--- src/hw/rtl/fmpf_pkg.sv ---
// ----------------------------------------------------------------------------
// fmpf_pkg
// Shared types and constants of the first-match packet filter.
// ----------------------------------------------------------------------------
package fmpf_pkg;

  // Default number of rules the table can hold.
  localparam int unsigned RuleDepthDefault = 64;

  // IP protocol number of ICMP; ports are not compared for it.
  localparam logic [7:0] ProtoIcmp = 8'd1;

  // Command codes as they arrive on the cmd port.
  typedef enum logic [1:0] {
    CMD_CLEAR  = 2'd0,
    CMD_APPEND = 2'd1,
    CMD_CHECK  = 2'd2,
    CMD_NONE   = 2'd3
  } cmd_e;

  // Operation the back end carries out for one queued beat.
  typedef enum logic [1:0] {
    OP_NOP,
    OP_CLEAR,
    OP_APPEND,
    OP_CHECK
  } op_e;

  // Back end sequencer states.
  typedef enum logic [0:0] {
    ST_IDLE,
    ST_SCAN
  } state_e;

  // One rule as stored in the table, or one packet to be checked.
  typedef struct packed {
    logic        action;
    logic        proto_any;
    logic [7:0]  proto;
    logic        dport_any;
    logic [15:0] dport;
    logic        sport_any;
    logic [15:0] sport;
    logic        dst_addr_any;
    logic [31:0] dst_addr;
    logic        src_addr_any;
    logic [31:0] src_addr;
  } rule_t;

  // One queued beat between front and back end.
  typedef struct packed {
    op_e   op;
    rule_t rule;
  } item_t;

  // One result beat.
  typedef struct packed {
    logic matched;
    logic verdict;
    logic status;
  } result_t;

endpackage

--- src/hw/rtl/fmpf_queue.sv ---
// ----------------------------------------------------------------------------
// fmpf_queue
// Two-entry queue that decouples the front end from the back end.
// ----------------------------------------------------------------------------
module fmpf_queue (
  input  logic            clk_i,
  input  logic            rst_ni,
  input  logic            push_i,
  input  fmpf_pkg::item_t item_i,
  input  logic            pop_i,
  output logic            full_o,
  output logic            empty_o,
  output fmpf_pkg::item_t head_o
);

  fmpf_pkg::item_t entry_q [2];
  logic            wr_ptr_q, wr_ptr_d;
  logic            rd_ptr_q, rd_ptr_d;
  logic [1:0]      cnt_q, cnt_d;

  assign full_o  = (cnt_q == 2'd2);
  assign empty_o = (cnt_q == 2'd0);
  assign head_o  = entry_q[rd_ptr_q];

  always_comb begin
    wr_ptr_d = push_i ? ~wr_ptr_q : wr_ptr_q;
    rd_ptr_d = pop_i ? ~rd_ptr_q : rd_ptr_q;
    cnt_d    = cnt_q + {1'b0, push_i} - {1'b0, pop_i};
  end

  always_ff @(posedge clk_i or negedge rst_ni) begin
    if (!rst_ni) begin
      wr_ptr_q <= 1'b0;
      rd_ptr_q <= 1'b0;
      cnt_q    <= 2'd0;
    end else begin
      wr_ptr_q <= wr_ptr_d;
      rd_ptr_q <= rd_ptr_d;
      cnt_q    <= cnt_d;
    end
  end

  always_ff @(posedge clk_i) begin
    if (push_i) begin
      entry_q[wr_ptr_q] <= item_i;
    end
  end

endmodule

--- config.mk ---
export PLATFORM = sky130hd
export DESIGN_NAME = fmpf_queue
export DESIGN_NICKNAME = d
export VERILOG_FILES = /design/src/hw/rtl/fmpf_pkg.sv /design/src/hw/rtl/fmpf_queue.sv
export SDC_FILE = /design/constraint.sdc
export NUM_CORES = 1
export LEC_CHECK = 0
export ABC_AREA = 1
export ABC_CLOCK_PERIOD_IN_PS = 9400
export BUFFER_PORTS_ARGS = -buffer_cell sky130_fd_sc_hd__buf_2
export CORE_MARGIN = 4
export CORE_UTILIZATION = 45
export DETAILED_ROUTE_END_ITERATION = 12
export PLACE_DENSITY = 0.67
export RECOVER_POWER = 50
export SYNTH_ARGS = -nofsm -noshare
export SYNTH_HDL_FRONTEND = slang
export SYNTH_SLANG_ARGS = --single-unit
--- constraint.sdc ---
create_clock -name clk_i -period 9.4 [get_ports clk_i]
set_clock_uncertainty 0.1 [all_clocks]
set_input_delay 1.88 -clock clk_i [delete_from_list [all_inputs] [get_ports clk_i]]
set_output_delay 1.88 -clock clk_i [all_outputs]
set_load 0.05 [all_outputs]
* Yosys cells after proc, flatten, opt, wreduce, memory -nomap -nowiden
Memories as Yosys holds them, arrays and structs flattened.
Cells that the tools add are included.
** Word-level totals
- Flip-flop bits (word level) :: 4
- Bits in writable memories :: 224
- Output and inout port bits :: 114
- Word-level logic and storage cells :: 12
- Memories :: 1
** Memory list
- entry_q :: depth 2, width 112, read ports 1, clocked after memory_dff 0, write ports 1, line fmpf_queue.sv:16 : fmpf_pkg::item_t entry_q [2];
** Operators by class
- $add $sub $neg :: 2
- Equal/unequal tests :: 1
- Multiplexer cells :: 2
- Bitwise logic cells :: 2
- Reductions and logical operators :: 1
** Operator list (count)
- $add 2x1->2 :: 1
- $eq 2x2->1 const B :: 1
- $logic_not 2->1 :: 1
- $mux 1 :: 2
- $not 1->1 :: 2
- $sub 2x1->2 :: 1

* Depth between registers and ports, before layout
Gate-level depths: netlist of run 1.
- Word-level depth :: 2
- Depth in mapped cells :: 7
- Depth with buffers taken out :: 7

* Worst setup path before layout of run 1
No wires, ideal clock.
- Path type :: input -> register
- From :: in push_i
- To :: mem entry_q[0][0] (netlist bit), enable pin
- Setup time :: 0.587 ns
- Arrival time :: 6.606 ns
- Required time :: 8.713 ns
- Slack :: 2.106 ns
- Cell stages on the path :: 2
- Cells stage by stage :: inv_1 > nor2_1
** Between the ends
- Cells in the longest elaborated chain, start to end :: 2
** Ends and longest elaborated chain
- from (decl) :: line fmpf_queue.sv:8 : input logic push_i,
- $mux 1 :: line fmpf_queue.sv:44 : if (push_i) begin
- $mux 1 (not written as such) :: line fmpf_queue.sv:45 : entry_q[wr_ptr_q] <= item_i;
- to (decl) :: line fmpf_queue.sv:16
No other way between the ends.

==> results of run 1 <==
[stage by stage]
| stage | std cells | total power, mW | cell area (um2) |
|---|---|---|---|
| after detailed placement | 1079 | 3.17 | 10000 |
| after floorplan | 610 | 2.85 | 8710 |
| after CTS | 1123 | 4.04 | 10700 |
| final | 1123 | 3.99 | 10700 |
| after global routing | 1123 | 4.20 | 10700 |
| after global placement | 1079 | 3.15 | 10000 |
[worst max-delay path: stages, from the launching register on]
cell and delay, ps:
dfrtp_4 850, clkbuf_1 1930, o21ai_0 490, buf_2 360
[sequential cells by signal, summed over array words and instances, names as in the netlist]
register and cells:
cnt_q 2, wr_ptr_q 1, rd_ptr_q 1, entry_q 224
[layout make-up]
class                           instances  area [um2]  area share (%)
Clock buffer                           32         652            6.11
Clock inverter                         12        80.1           0.751
Inverter                              119         448            4.20
Multi-Input combinational cell        238        1220            11.4
Sequential cell                       228        6830            64.1
Tap cell                              260         325            3.05
Timing Repair Buffer                  234        1110            10.4
[how the worst max path moves through the flow]
stage | to | depth (start not counted) | startpoint | slack, ps
3_3_place_gp | head_o[61] | 3 | rd_ptr_q | 5020
3_5_place_dp | head_o[61] | 3 | rd_ptr_q | 5010
5_1_grt | head_o[4] | 3 | rd_ptr_q | 2720
2_1_floorplan | entry_q[0][0] | 2 | push_i | 2110
6_report | head_o[5] | 3 | rd_ptr_q | 3220
4_1_cts | head_o[61] | 3 | rd_ptr_q | 4470
[kinds of logic after synthesis]
kind of cell | share of synthesized area, %
AOI/OAI and AO/OA | 8.16
and+or+nand+nor | 5.27
buffers and inverters | 7.69
xor gates and xnor gates | 0.201
DFF | 78.4
adders and majority gates | 0.287
[layout by cell type (no fill, tap or decap)]
master	netlist	final
nand3_1	1	1
o21ai_1	7	7
dfrtp_1	4	3
dfrtp_4	0	1
clkinvlp_2	0	1
o21ai_0	65	65
xor2_1	2	2
clkinv_2	0	7
o21ai_2	40	40
buf_2	1	175
clkinv_1	0	4
ha_1	2	2
clkbuf_1	6	63
buf_4	3	3
nor2_4	0	1
nor2_1	3	2
nand2_1	118	118
inv_1	119	118
clkbuf_16	0	25
edfxtp_1	224	224
bufinv_16	0	1
[cell usage after synthesis (all sizes together)]
| cell type | instances | area share [%] |
|---|---|---|
| buf | 19 | 2.3 |
| clkbuf | 6 | 0.26 |
| dfrtp | 4 | 1.1 |
| edfxtp | 224 | 77 |
| ha | 2 | 0.29 |
| inv | 119 | 5.1 |
| nand2 | 118 | 5.1 |
| nand3 | 1 | 0.057 |
| nor2 | 3 | 0.13 |
| o21ai | 112 | 8.2 |
| xor2 | 2 | 0.20 |
[power by group]
group / switching, mW / internal [mW] / total (mW)
clock: 0.353 / 0.513 / 0.866
combinational: 1.36 / 0.323 / 1.68
sequential: 0.0849 / 1.36 / 1.45
[per-layer routing]
| metal | global-route usage (%) | vias up | wire (um) |
|---|---|---|---|
| li1 | - | 2540 | - |
| met1 | 16.7 | 2291 | 6090 |
| met2 | 24.1 | 173 | 7710 |
| met3 | 7.06 | 27 | 1930 |
| met4 | 3.36 | 8 | 235 |
| met5 | 0 | - | 50 |
==> results.toml, run 1 <==
[outcome]
status = "finished, violations left"
violations = "capacitance limit, slew limit"

[drt]
routed_wl_mm = 16.0
drt-initial-drc-count = 168
num_vias = 5039
ant_nets = 0
wl_per_cell_um = 14.3
avgViaCountPerCell = 4.49
drc = 0
drt-pass1-iter-count = 4

[floorplan]
die_w_um = 147
io_pins = 230
start_util_pct = 46.1
die_area_um2 = 21600
row_count = 50
die_height_um = 147
core-area_um2 = 18900

[global_route]
grt_pass1_wl_mm = 24.8
grtUsageTotal_pct = 14.4
grt_antenna_before_repair = 4
grt_start_max_net_pins = 87
grt-ovfl-total = 0
grt_pass1_vias = 4852

[timing]
setup_tns_ps = 0
rsz0062_at_grt = "false"
finalSetupViolations = 0
period_needed_ps = 6180
drv_slew = 184
worst_slew_margin_rel_pct = -102
timing.final.ws_setup_ps = 3220
finalHoldViolCount = 0
worst_pin_slew_ps = 3030
fmax_mhz = 162
period_share_pct = 65.8
fin_hold_ws_ps = 453

[synthesis]
synth_fp_nets = 728
yosysWarnings = 0
synth_area_um2 = 8710
synth_seq_cells = 228
seq_area_frac_synth_pct = 78.4
post_synth_num_cell_types = 16
synthCells = 610
avgSynthCellArea_um2 = 14.3

[worst_setup_path]
worstReg2RegEnd = "entry_q[1][16]"
cp.arrival_ps = 4200
r2r_cells = 3
endpoint_kind = "output port"
crit_path_start_kind = "flop"
crit_fanout = 75
r2r_start = "wr_ptr_q"
critPathKind = "reg2out"
critPathRequiredTime_ps = 7420
reg2reg_slack_ps = 5570

[cells_and_area]
diodes = 0
drive_above_1_share_pct = 29.4
synthToLayoutAreaGrowth_pct = 22.5
post-route-util_pct = 56.4
nFillCells = 1600
finish.net_count = 963

[min_path]
whs_endpoint = "wr_ptr_q"
min_path_cells = 1
hold_class = "reg2reg"
hold_start = "wr_ptr_q"

[place]
dpl.hpwl_mm = 10.7
portBuffers = 229
gp_congestion = 0.729
place_ws_ps = 5010

[power_and_ir_drop]
p_leak_nw = 4.43
cellPowerDensity_nw_per_um2 = 374
max-vdd-ir-drop_v = 0.000216

[clocking]
cts_resized = 0
ctsHoldBuffers = 0
clkTransAtPathRegs_ps = 50
cts_tree = "built"
post_cts_buffers = 0
cts_buffers = 24
clock_path_buffers = 3
cts.sinks = 228
cts_root_buffer = "clkbuf_16"
htree_levels = 1
clk-insertion-delay-late_ps = 500

[flow_run]
cap_violations = 3
No activity file was read; power rests on OpenSTA's default activity.
==> run 2, diff against run 1 <==
--- a/config.mk
+++ b/config.mk
@@ -5,8 +5,8 @@
 export SDC_FILE = /design/constraint.sdc
 export NUM_CORES = 1
 export LEC_CHECK = 0
-export ABC_AREA = 1
-export ABC_CLOCK_PERIOD_IN_PS = 9400
+export ABC_AREA = 0
+export ABC_CLOCK_PERIOD_IN_PS = 6000
 export BUFFER_PORTS_ARGS = -buffer_cell sky130_fd_sc_hd__buf_2
 export CORE_MARGIN = 4
 export CORE_UTILIZATION = 45
==> constraint.sdc (replaced) <==
create_clock -name clk_i -period 6 [get_ports clk_i]
set_clock_uncertainty 0.1 [all_clocks]
set_input_delay 1.2 -clock clk_i [delete_from_list [all_inputs] [get_ports clk_i]]
set_output_delay 1.2 -clock clk_i [all_outputs]
set_load 0.05 [all_outputs]
==> run 2 against run 1 <==
  * The flow still finishes with violations (capacitance limit, slew limit)
  * Via count decreased by 17%
  * Highest routed layer is now met4
  * Largest cell class unchanged
  * Count of clock-buffer cells in the layout increased by 1
  * Register-to-register slack got worse by 3500 ps
  * Sequential power increased by 57%
  * Sequential share of layout area increased by 0.77 points
  * Hold slack got worse by 38 ps
  * Non-clock buffer count decreased by 1
  * Synthesized cell count decreased by 40%
  * Largest power group unchanged
  * Area after synthesis decreased by 1.6%
  * Design area decreased by 1.2%
  * First-iteration DRC count decreased by 5.4%
==> results.toml, run 2 <==
[worst_setup_path]
cp.arrival_ps = 4450
cp_top_family = "simple AND/OR/NAND/NOR gates"
worst-path-buf-inv = 2
critPathKind = "in2reg"
path_cells = "clkbuf_1, and2_1, buf_4"
startpoint = "push_i"
crit_fanout = 64
r2r_start = "wr_ptr_q"
critPathRequiredTime_ps = 6020
endpoint_kind = "flop"
slowest_stage = "and2_1"
max_stage_delay_ps = 2190
crit_path_start_kind = "primary input"
cp.depth = 3
r2r_cells = 2

[global_route]
grt_antenna_before_repair = 0
grtUsageTotal_pct = 13.9
grt_start_max_net_pins = 71
grt_pass1_wl_mm = 24.1
grt_pass1_vias = 4504
grt-ovfl-total = 0

[clocking]
cts_resized = 0
clock_path_buffers = 3
cts_tree = "built"
cts_buffers = 24
clk-insertion-delay-late_ps = 490
cts_root_buffer = "clkbuf_16"
cts.sinks = 228
clkTransAtPathRegs_ps = 50
htree_levels = 1
ctsHoldBuffers = 0
post_cts_buffers = 0

[drt]
drt-initial-drc-count = 159
drc = 0
wl_met2_mm = 7.55
wl_per_cell_um = 18.2
met3_length_mm = 1.38
routed_wl_mm = 15.6
drt-pass1-iter-count = 4
routed.top_layer = "met4"
num_vias = 4164
wl_met1_mm = 6.39
ant_nets = 0
avgViaCountPerCell = 4.85

[power_and_ir_drop]
swShare_pct = 39.5
max-vdd-ir-drop_v = 0.000369
p_int_mw = 3.63
cellPowerDensity_nw_per_um2 = 569
pwr-share-clk_pct = 21.5
p_sw_mw = 2.37
power_mw = 5.99
p_leak_nw = 4.03
p_seq_share_pct = 38.0
pwr-share-comb_pct = 40.5

[cells_and_area]
seqCellArea_um2 = 6830
top_regs = "entry_q: 224 flops, cnt_q: 2 flops"
nFillCells = 1470
finish.net_count = 728
synthToLayoutAreaGrowth_pct = 22.9
largest_register = "entry_q"
layout_common_cells = "edfxtp_1, buf_2, mux2_4, clkbuf_1, mux2_2"
largest_register_ffs = 224
drive_above_1_share_pct = 49.7
multi_input_area_um2 = 1610
final_common_cell = "edfxtp_1"

[place]
gp_congestion = 0.723
portBuffers = 229
dpl.hpwl_mm = 10.4
place_ws_ps = 2620

[floorplan]
row_count = 50
start_util_pct = 45.8
die_w_um = 146
die_height_um = 146
core-area_um2 = 18700
io_pins = 230
die_area_um2 = 21300

[timing]
worst_pin_slew_ps = 2990
timing.final.ws_setup_ps = 1570
worst_slew_margin_rel_pct = -99.3
fmax_mhz = 226
period_needed_ps = 4430
setup_tns_ps = 0
drv_slew = 108
rsz0062_at_grt = "false"
finalHoldViolCount = 0
finalSetupViolations = 0
period_share_pct = 73.8

[flow_run]
cap_violations = 2

[outcome]
status = "finished, violations left"
violations = "capacitance limit, slew limit"

[synthesis]
post_synth_num_cell_types = 14
synth_area_um2 = 8570
yosysTopAreaCellShare_pct = 78.5
synthTopCellsByCount = "edfxtp_1, mux2_4, mux2_2, buf_6"
yosysTopAreaCell = "edfxtp_1"
synth_edf_count = 224
synth_seq_cells = 228
seq_area_frac_synth_pct = 79.6
yosysWarnings = 0
avgSynthCellArea_um2 = 23.5
synth.area.top_cells = "edfxtp_1, mux2_4, mux2_2"
synthCells = 364
synth_top_flop_cell = "edfxtp_1"
async_flop_share_pct = 1.75
synth_fp_nets = 482
synth.most_common_cell = "edfxtp_1"

[min_path]
min_path_cells = 1
hold_start = "wr_ptr_q"
hold_class = "reg2reg"
==> run 2: final timing paths <==
| kind | end | slack [ps] |
|---|---|---|
| worst max-delay path | entry_q[1][101] | 1570 |
| worst min-delay path | wr_ptr_q | 420 |
| worst max register to register | entry_q[1][101] | 2110 |
| worst min register to register | wr_ptr_q | 420 |
| max in group asynchronous | rd_ptr_q | 5150 |
| min in group asynchronous | cnt_q[1] | 430 |
==> run 2: through the flow <==
step                      util, %  cell area [um2]  hold slack, ps  std cells
after global routing         56.3            10500             434        858
after CTS                    56.8            10600             380        858
after floorplan                 -             8570             373        364
final                        56.3            10500             415        859
after detailed placement     53.2             9940             444        818
after global placement       53.2             9940             431        818
==> run 2: power by group through the flow <==
stage	clock network [mW]	registers, mW	logic [mW]
global placement	0	2.29	2.44
global route	1.40	2.31	2.53
CTS	1.34	2.28	2.47
finish	1.29	2.28	2.43
floorplan	0	2.23	2.11
detailed placement	0	2.31	2.46
==> run 2: area by class of cell <==
type                    instances  area share [%]
diodes                          1          0.0237
clock buffers                  33            6.22
clock inverters                 7           0.273
inverters                       2          0.0712
multi-input cells             121            15.3
flip-flops and latches        228            64.8
well taps                     234            2.78
repair buffers                233            10.5
==> run 2: cells by family (layout without fill, tap and decap cells) <==
family | after synthesis | after routing | synth area share (%)
flip-flops | 228 | 228 | 79.6
other | 0 | 1 | 0
adder cells (fa/ha/maj) | 2 | 2 | 0.292
multiplexers | 112 | 112 | 17.8
XOR/XNOR | 3 | 3 | 0.482
AND/OR/NAND/NOR | 4 | 4 | 0.263
buffers and inverters | 15 | 275 | 1.55
==> run 2: metal layers <==
| layer | vias up | global-route usage [%] |
|---|---|---|
| met5 | - | 0 |
| met4 | 0 | 3.57 |
| met3 | 25 | 4.50 |
| met2 | 183 | 22.8 |
| met1 | 2019 | 18.1 |
| li1 | 1937 | - |
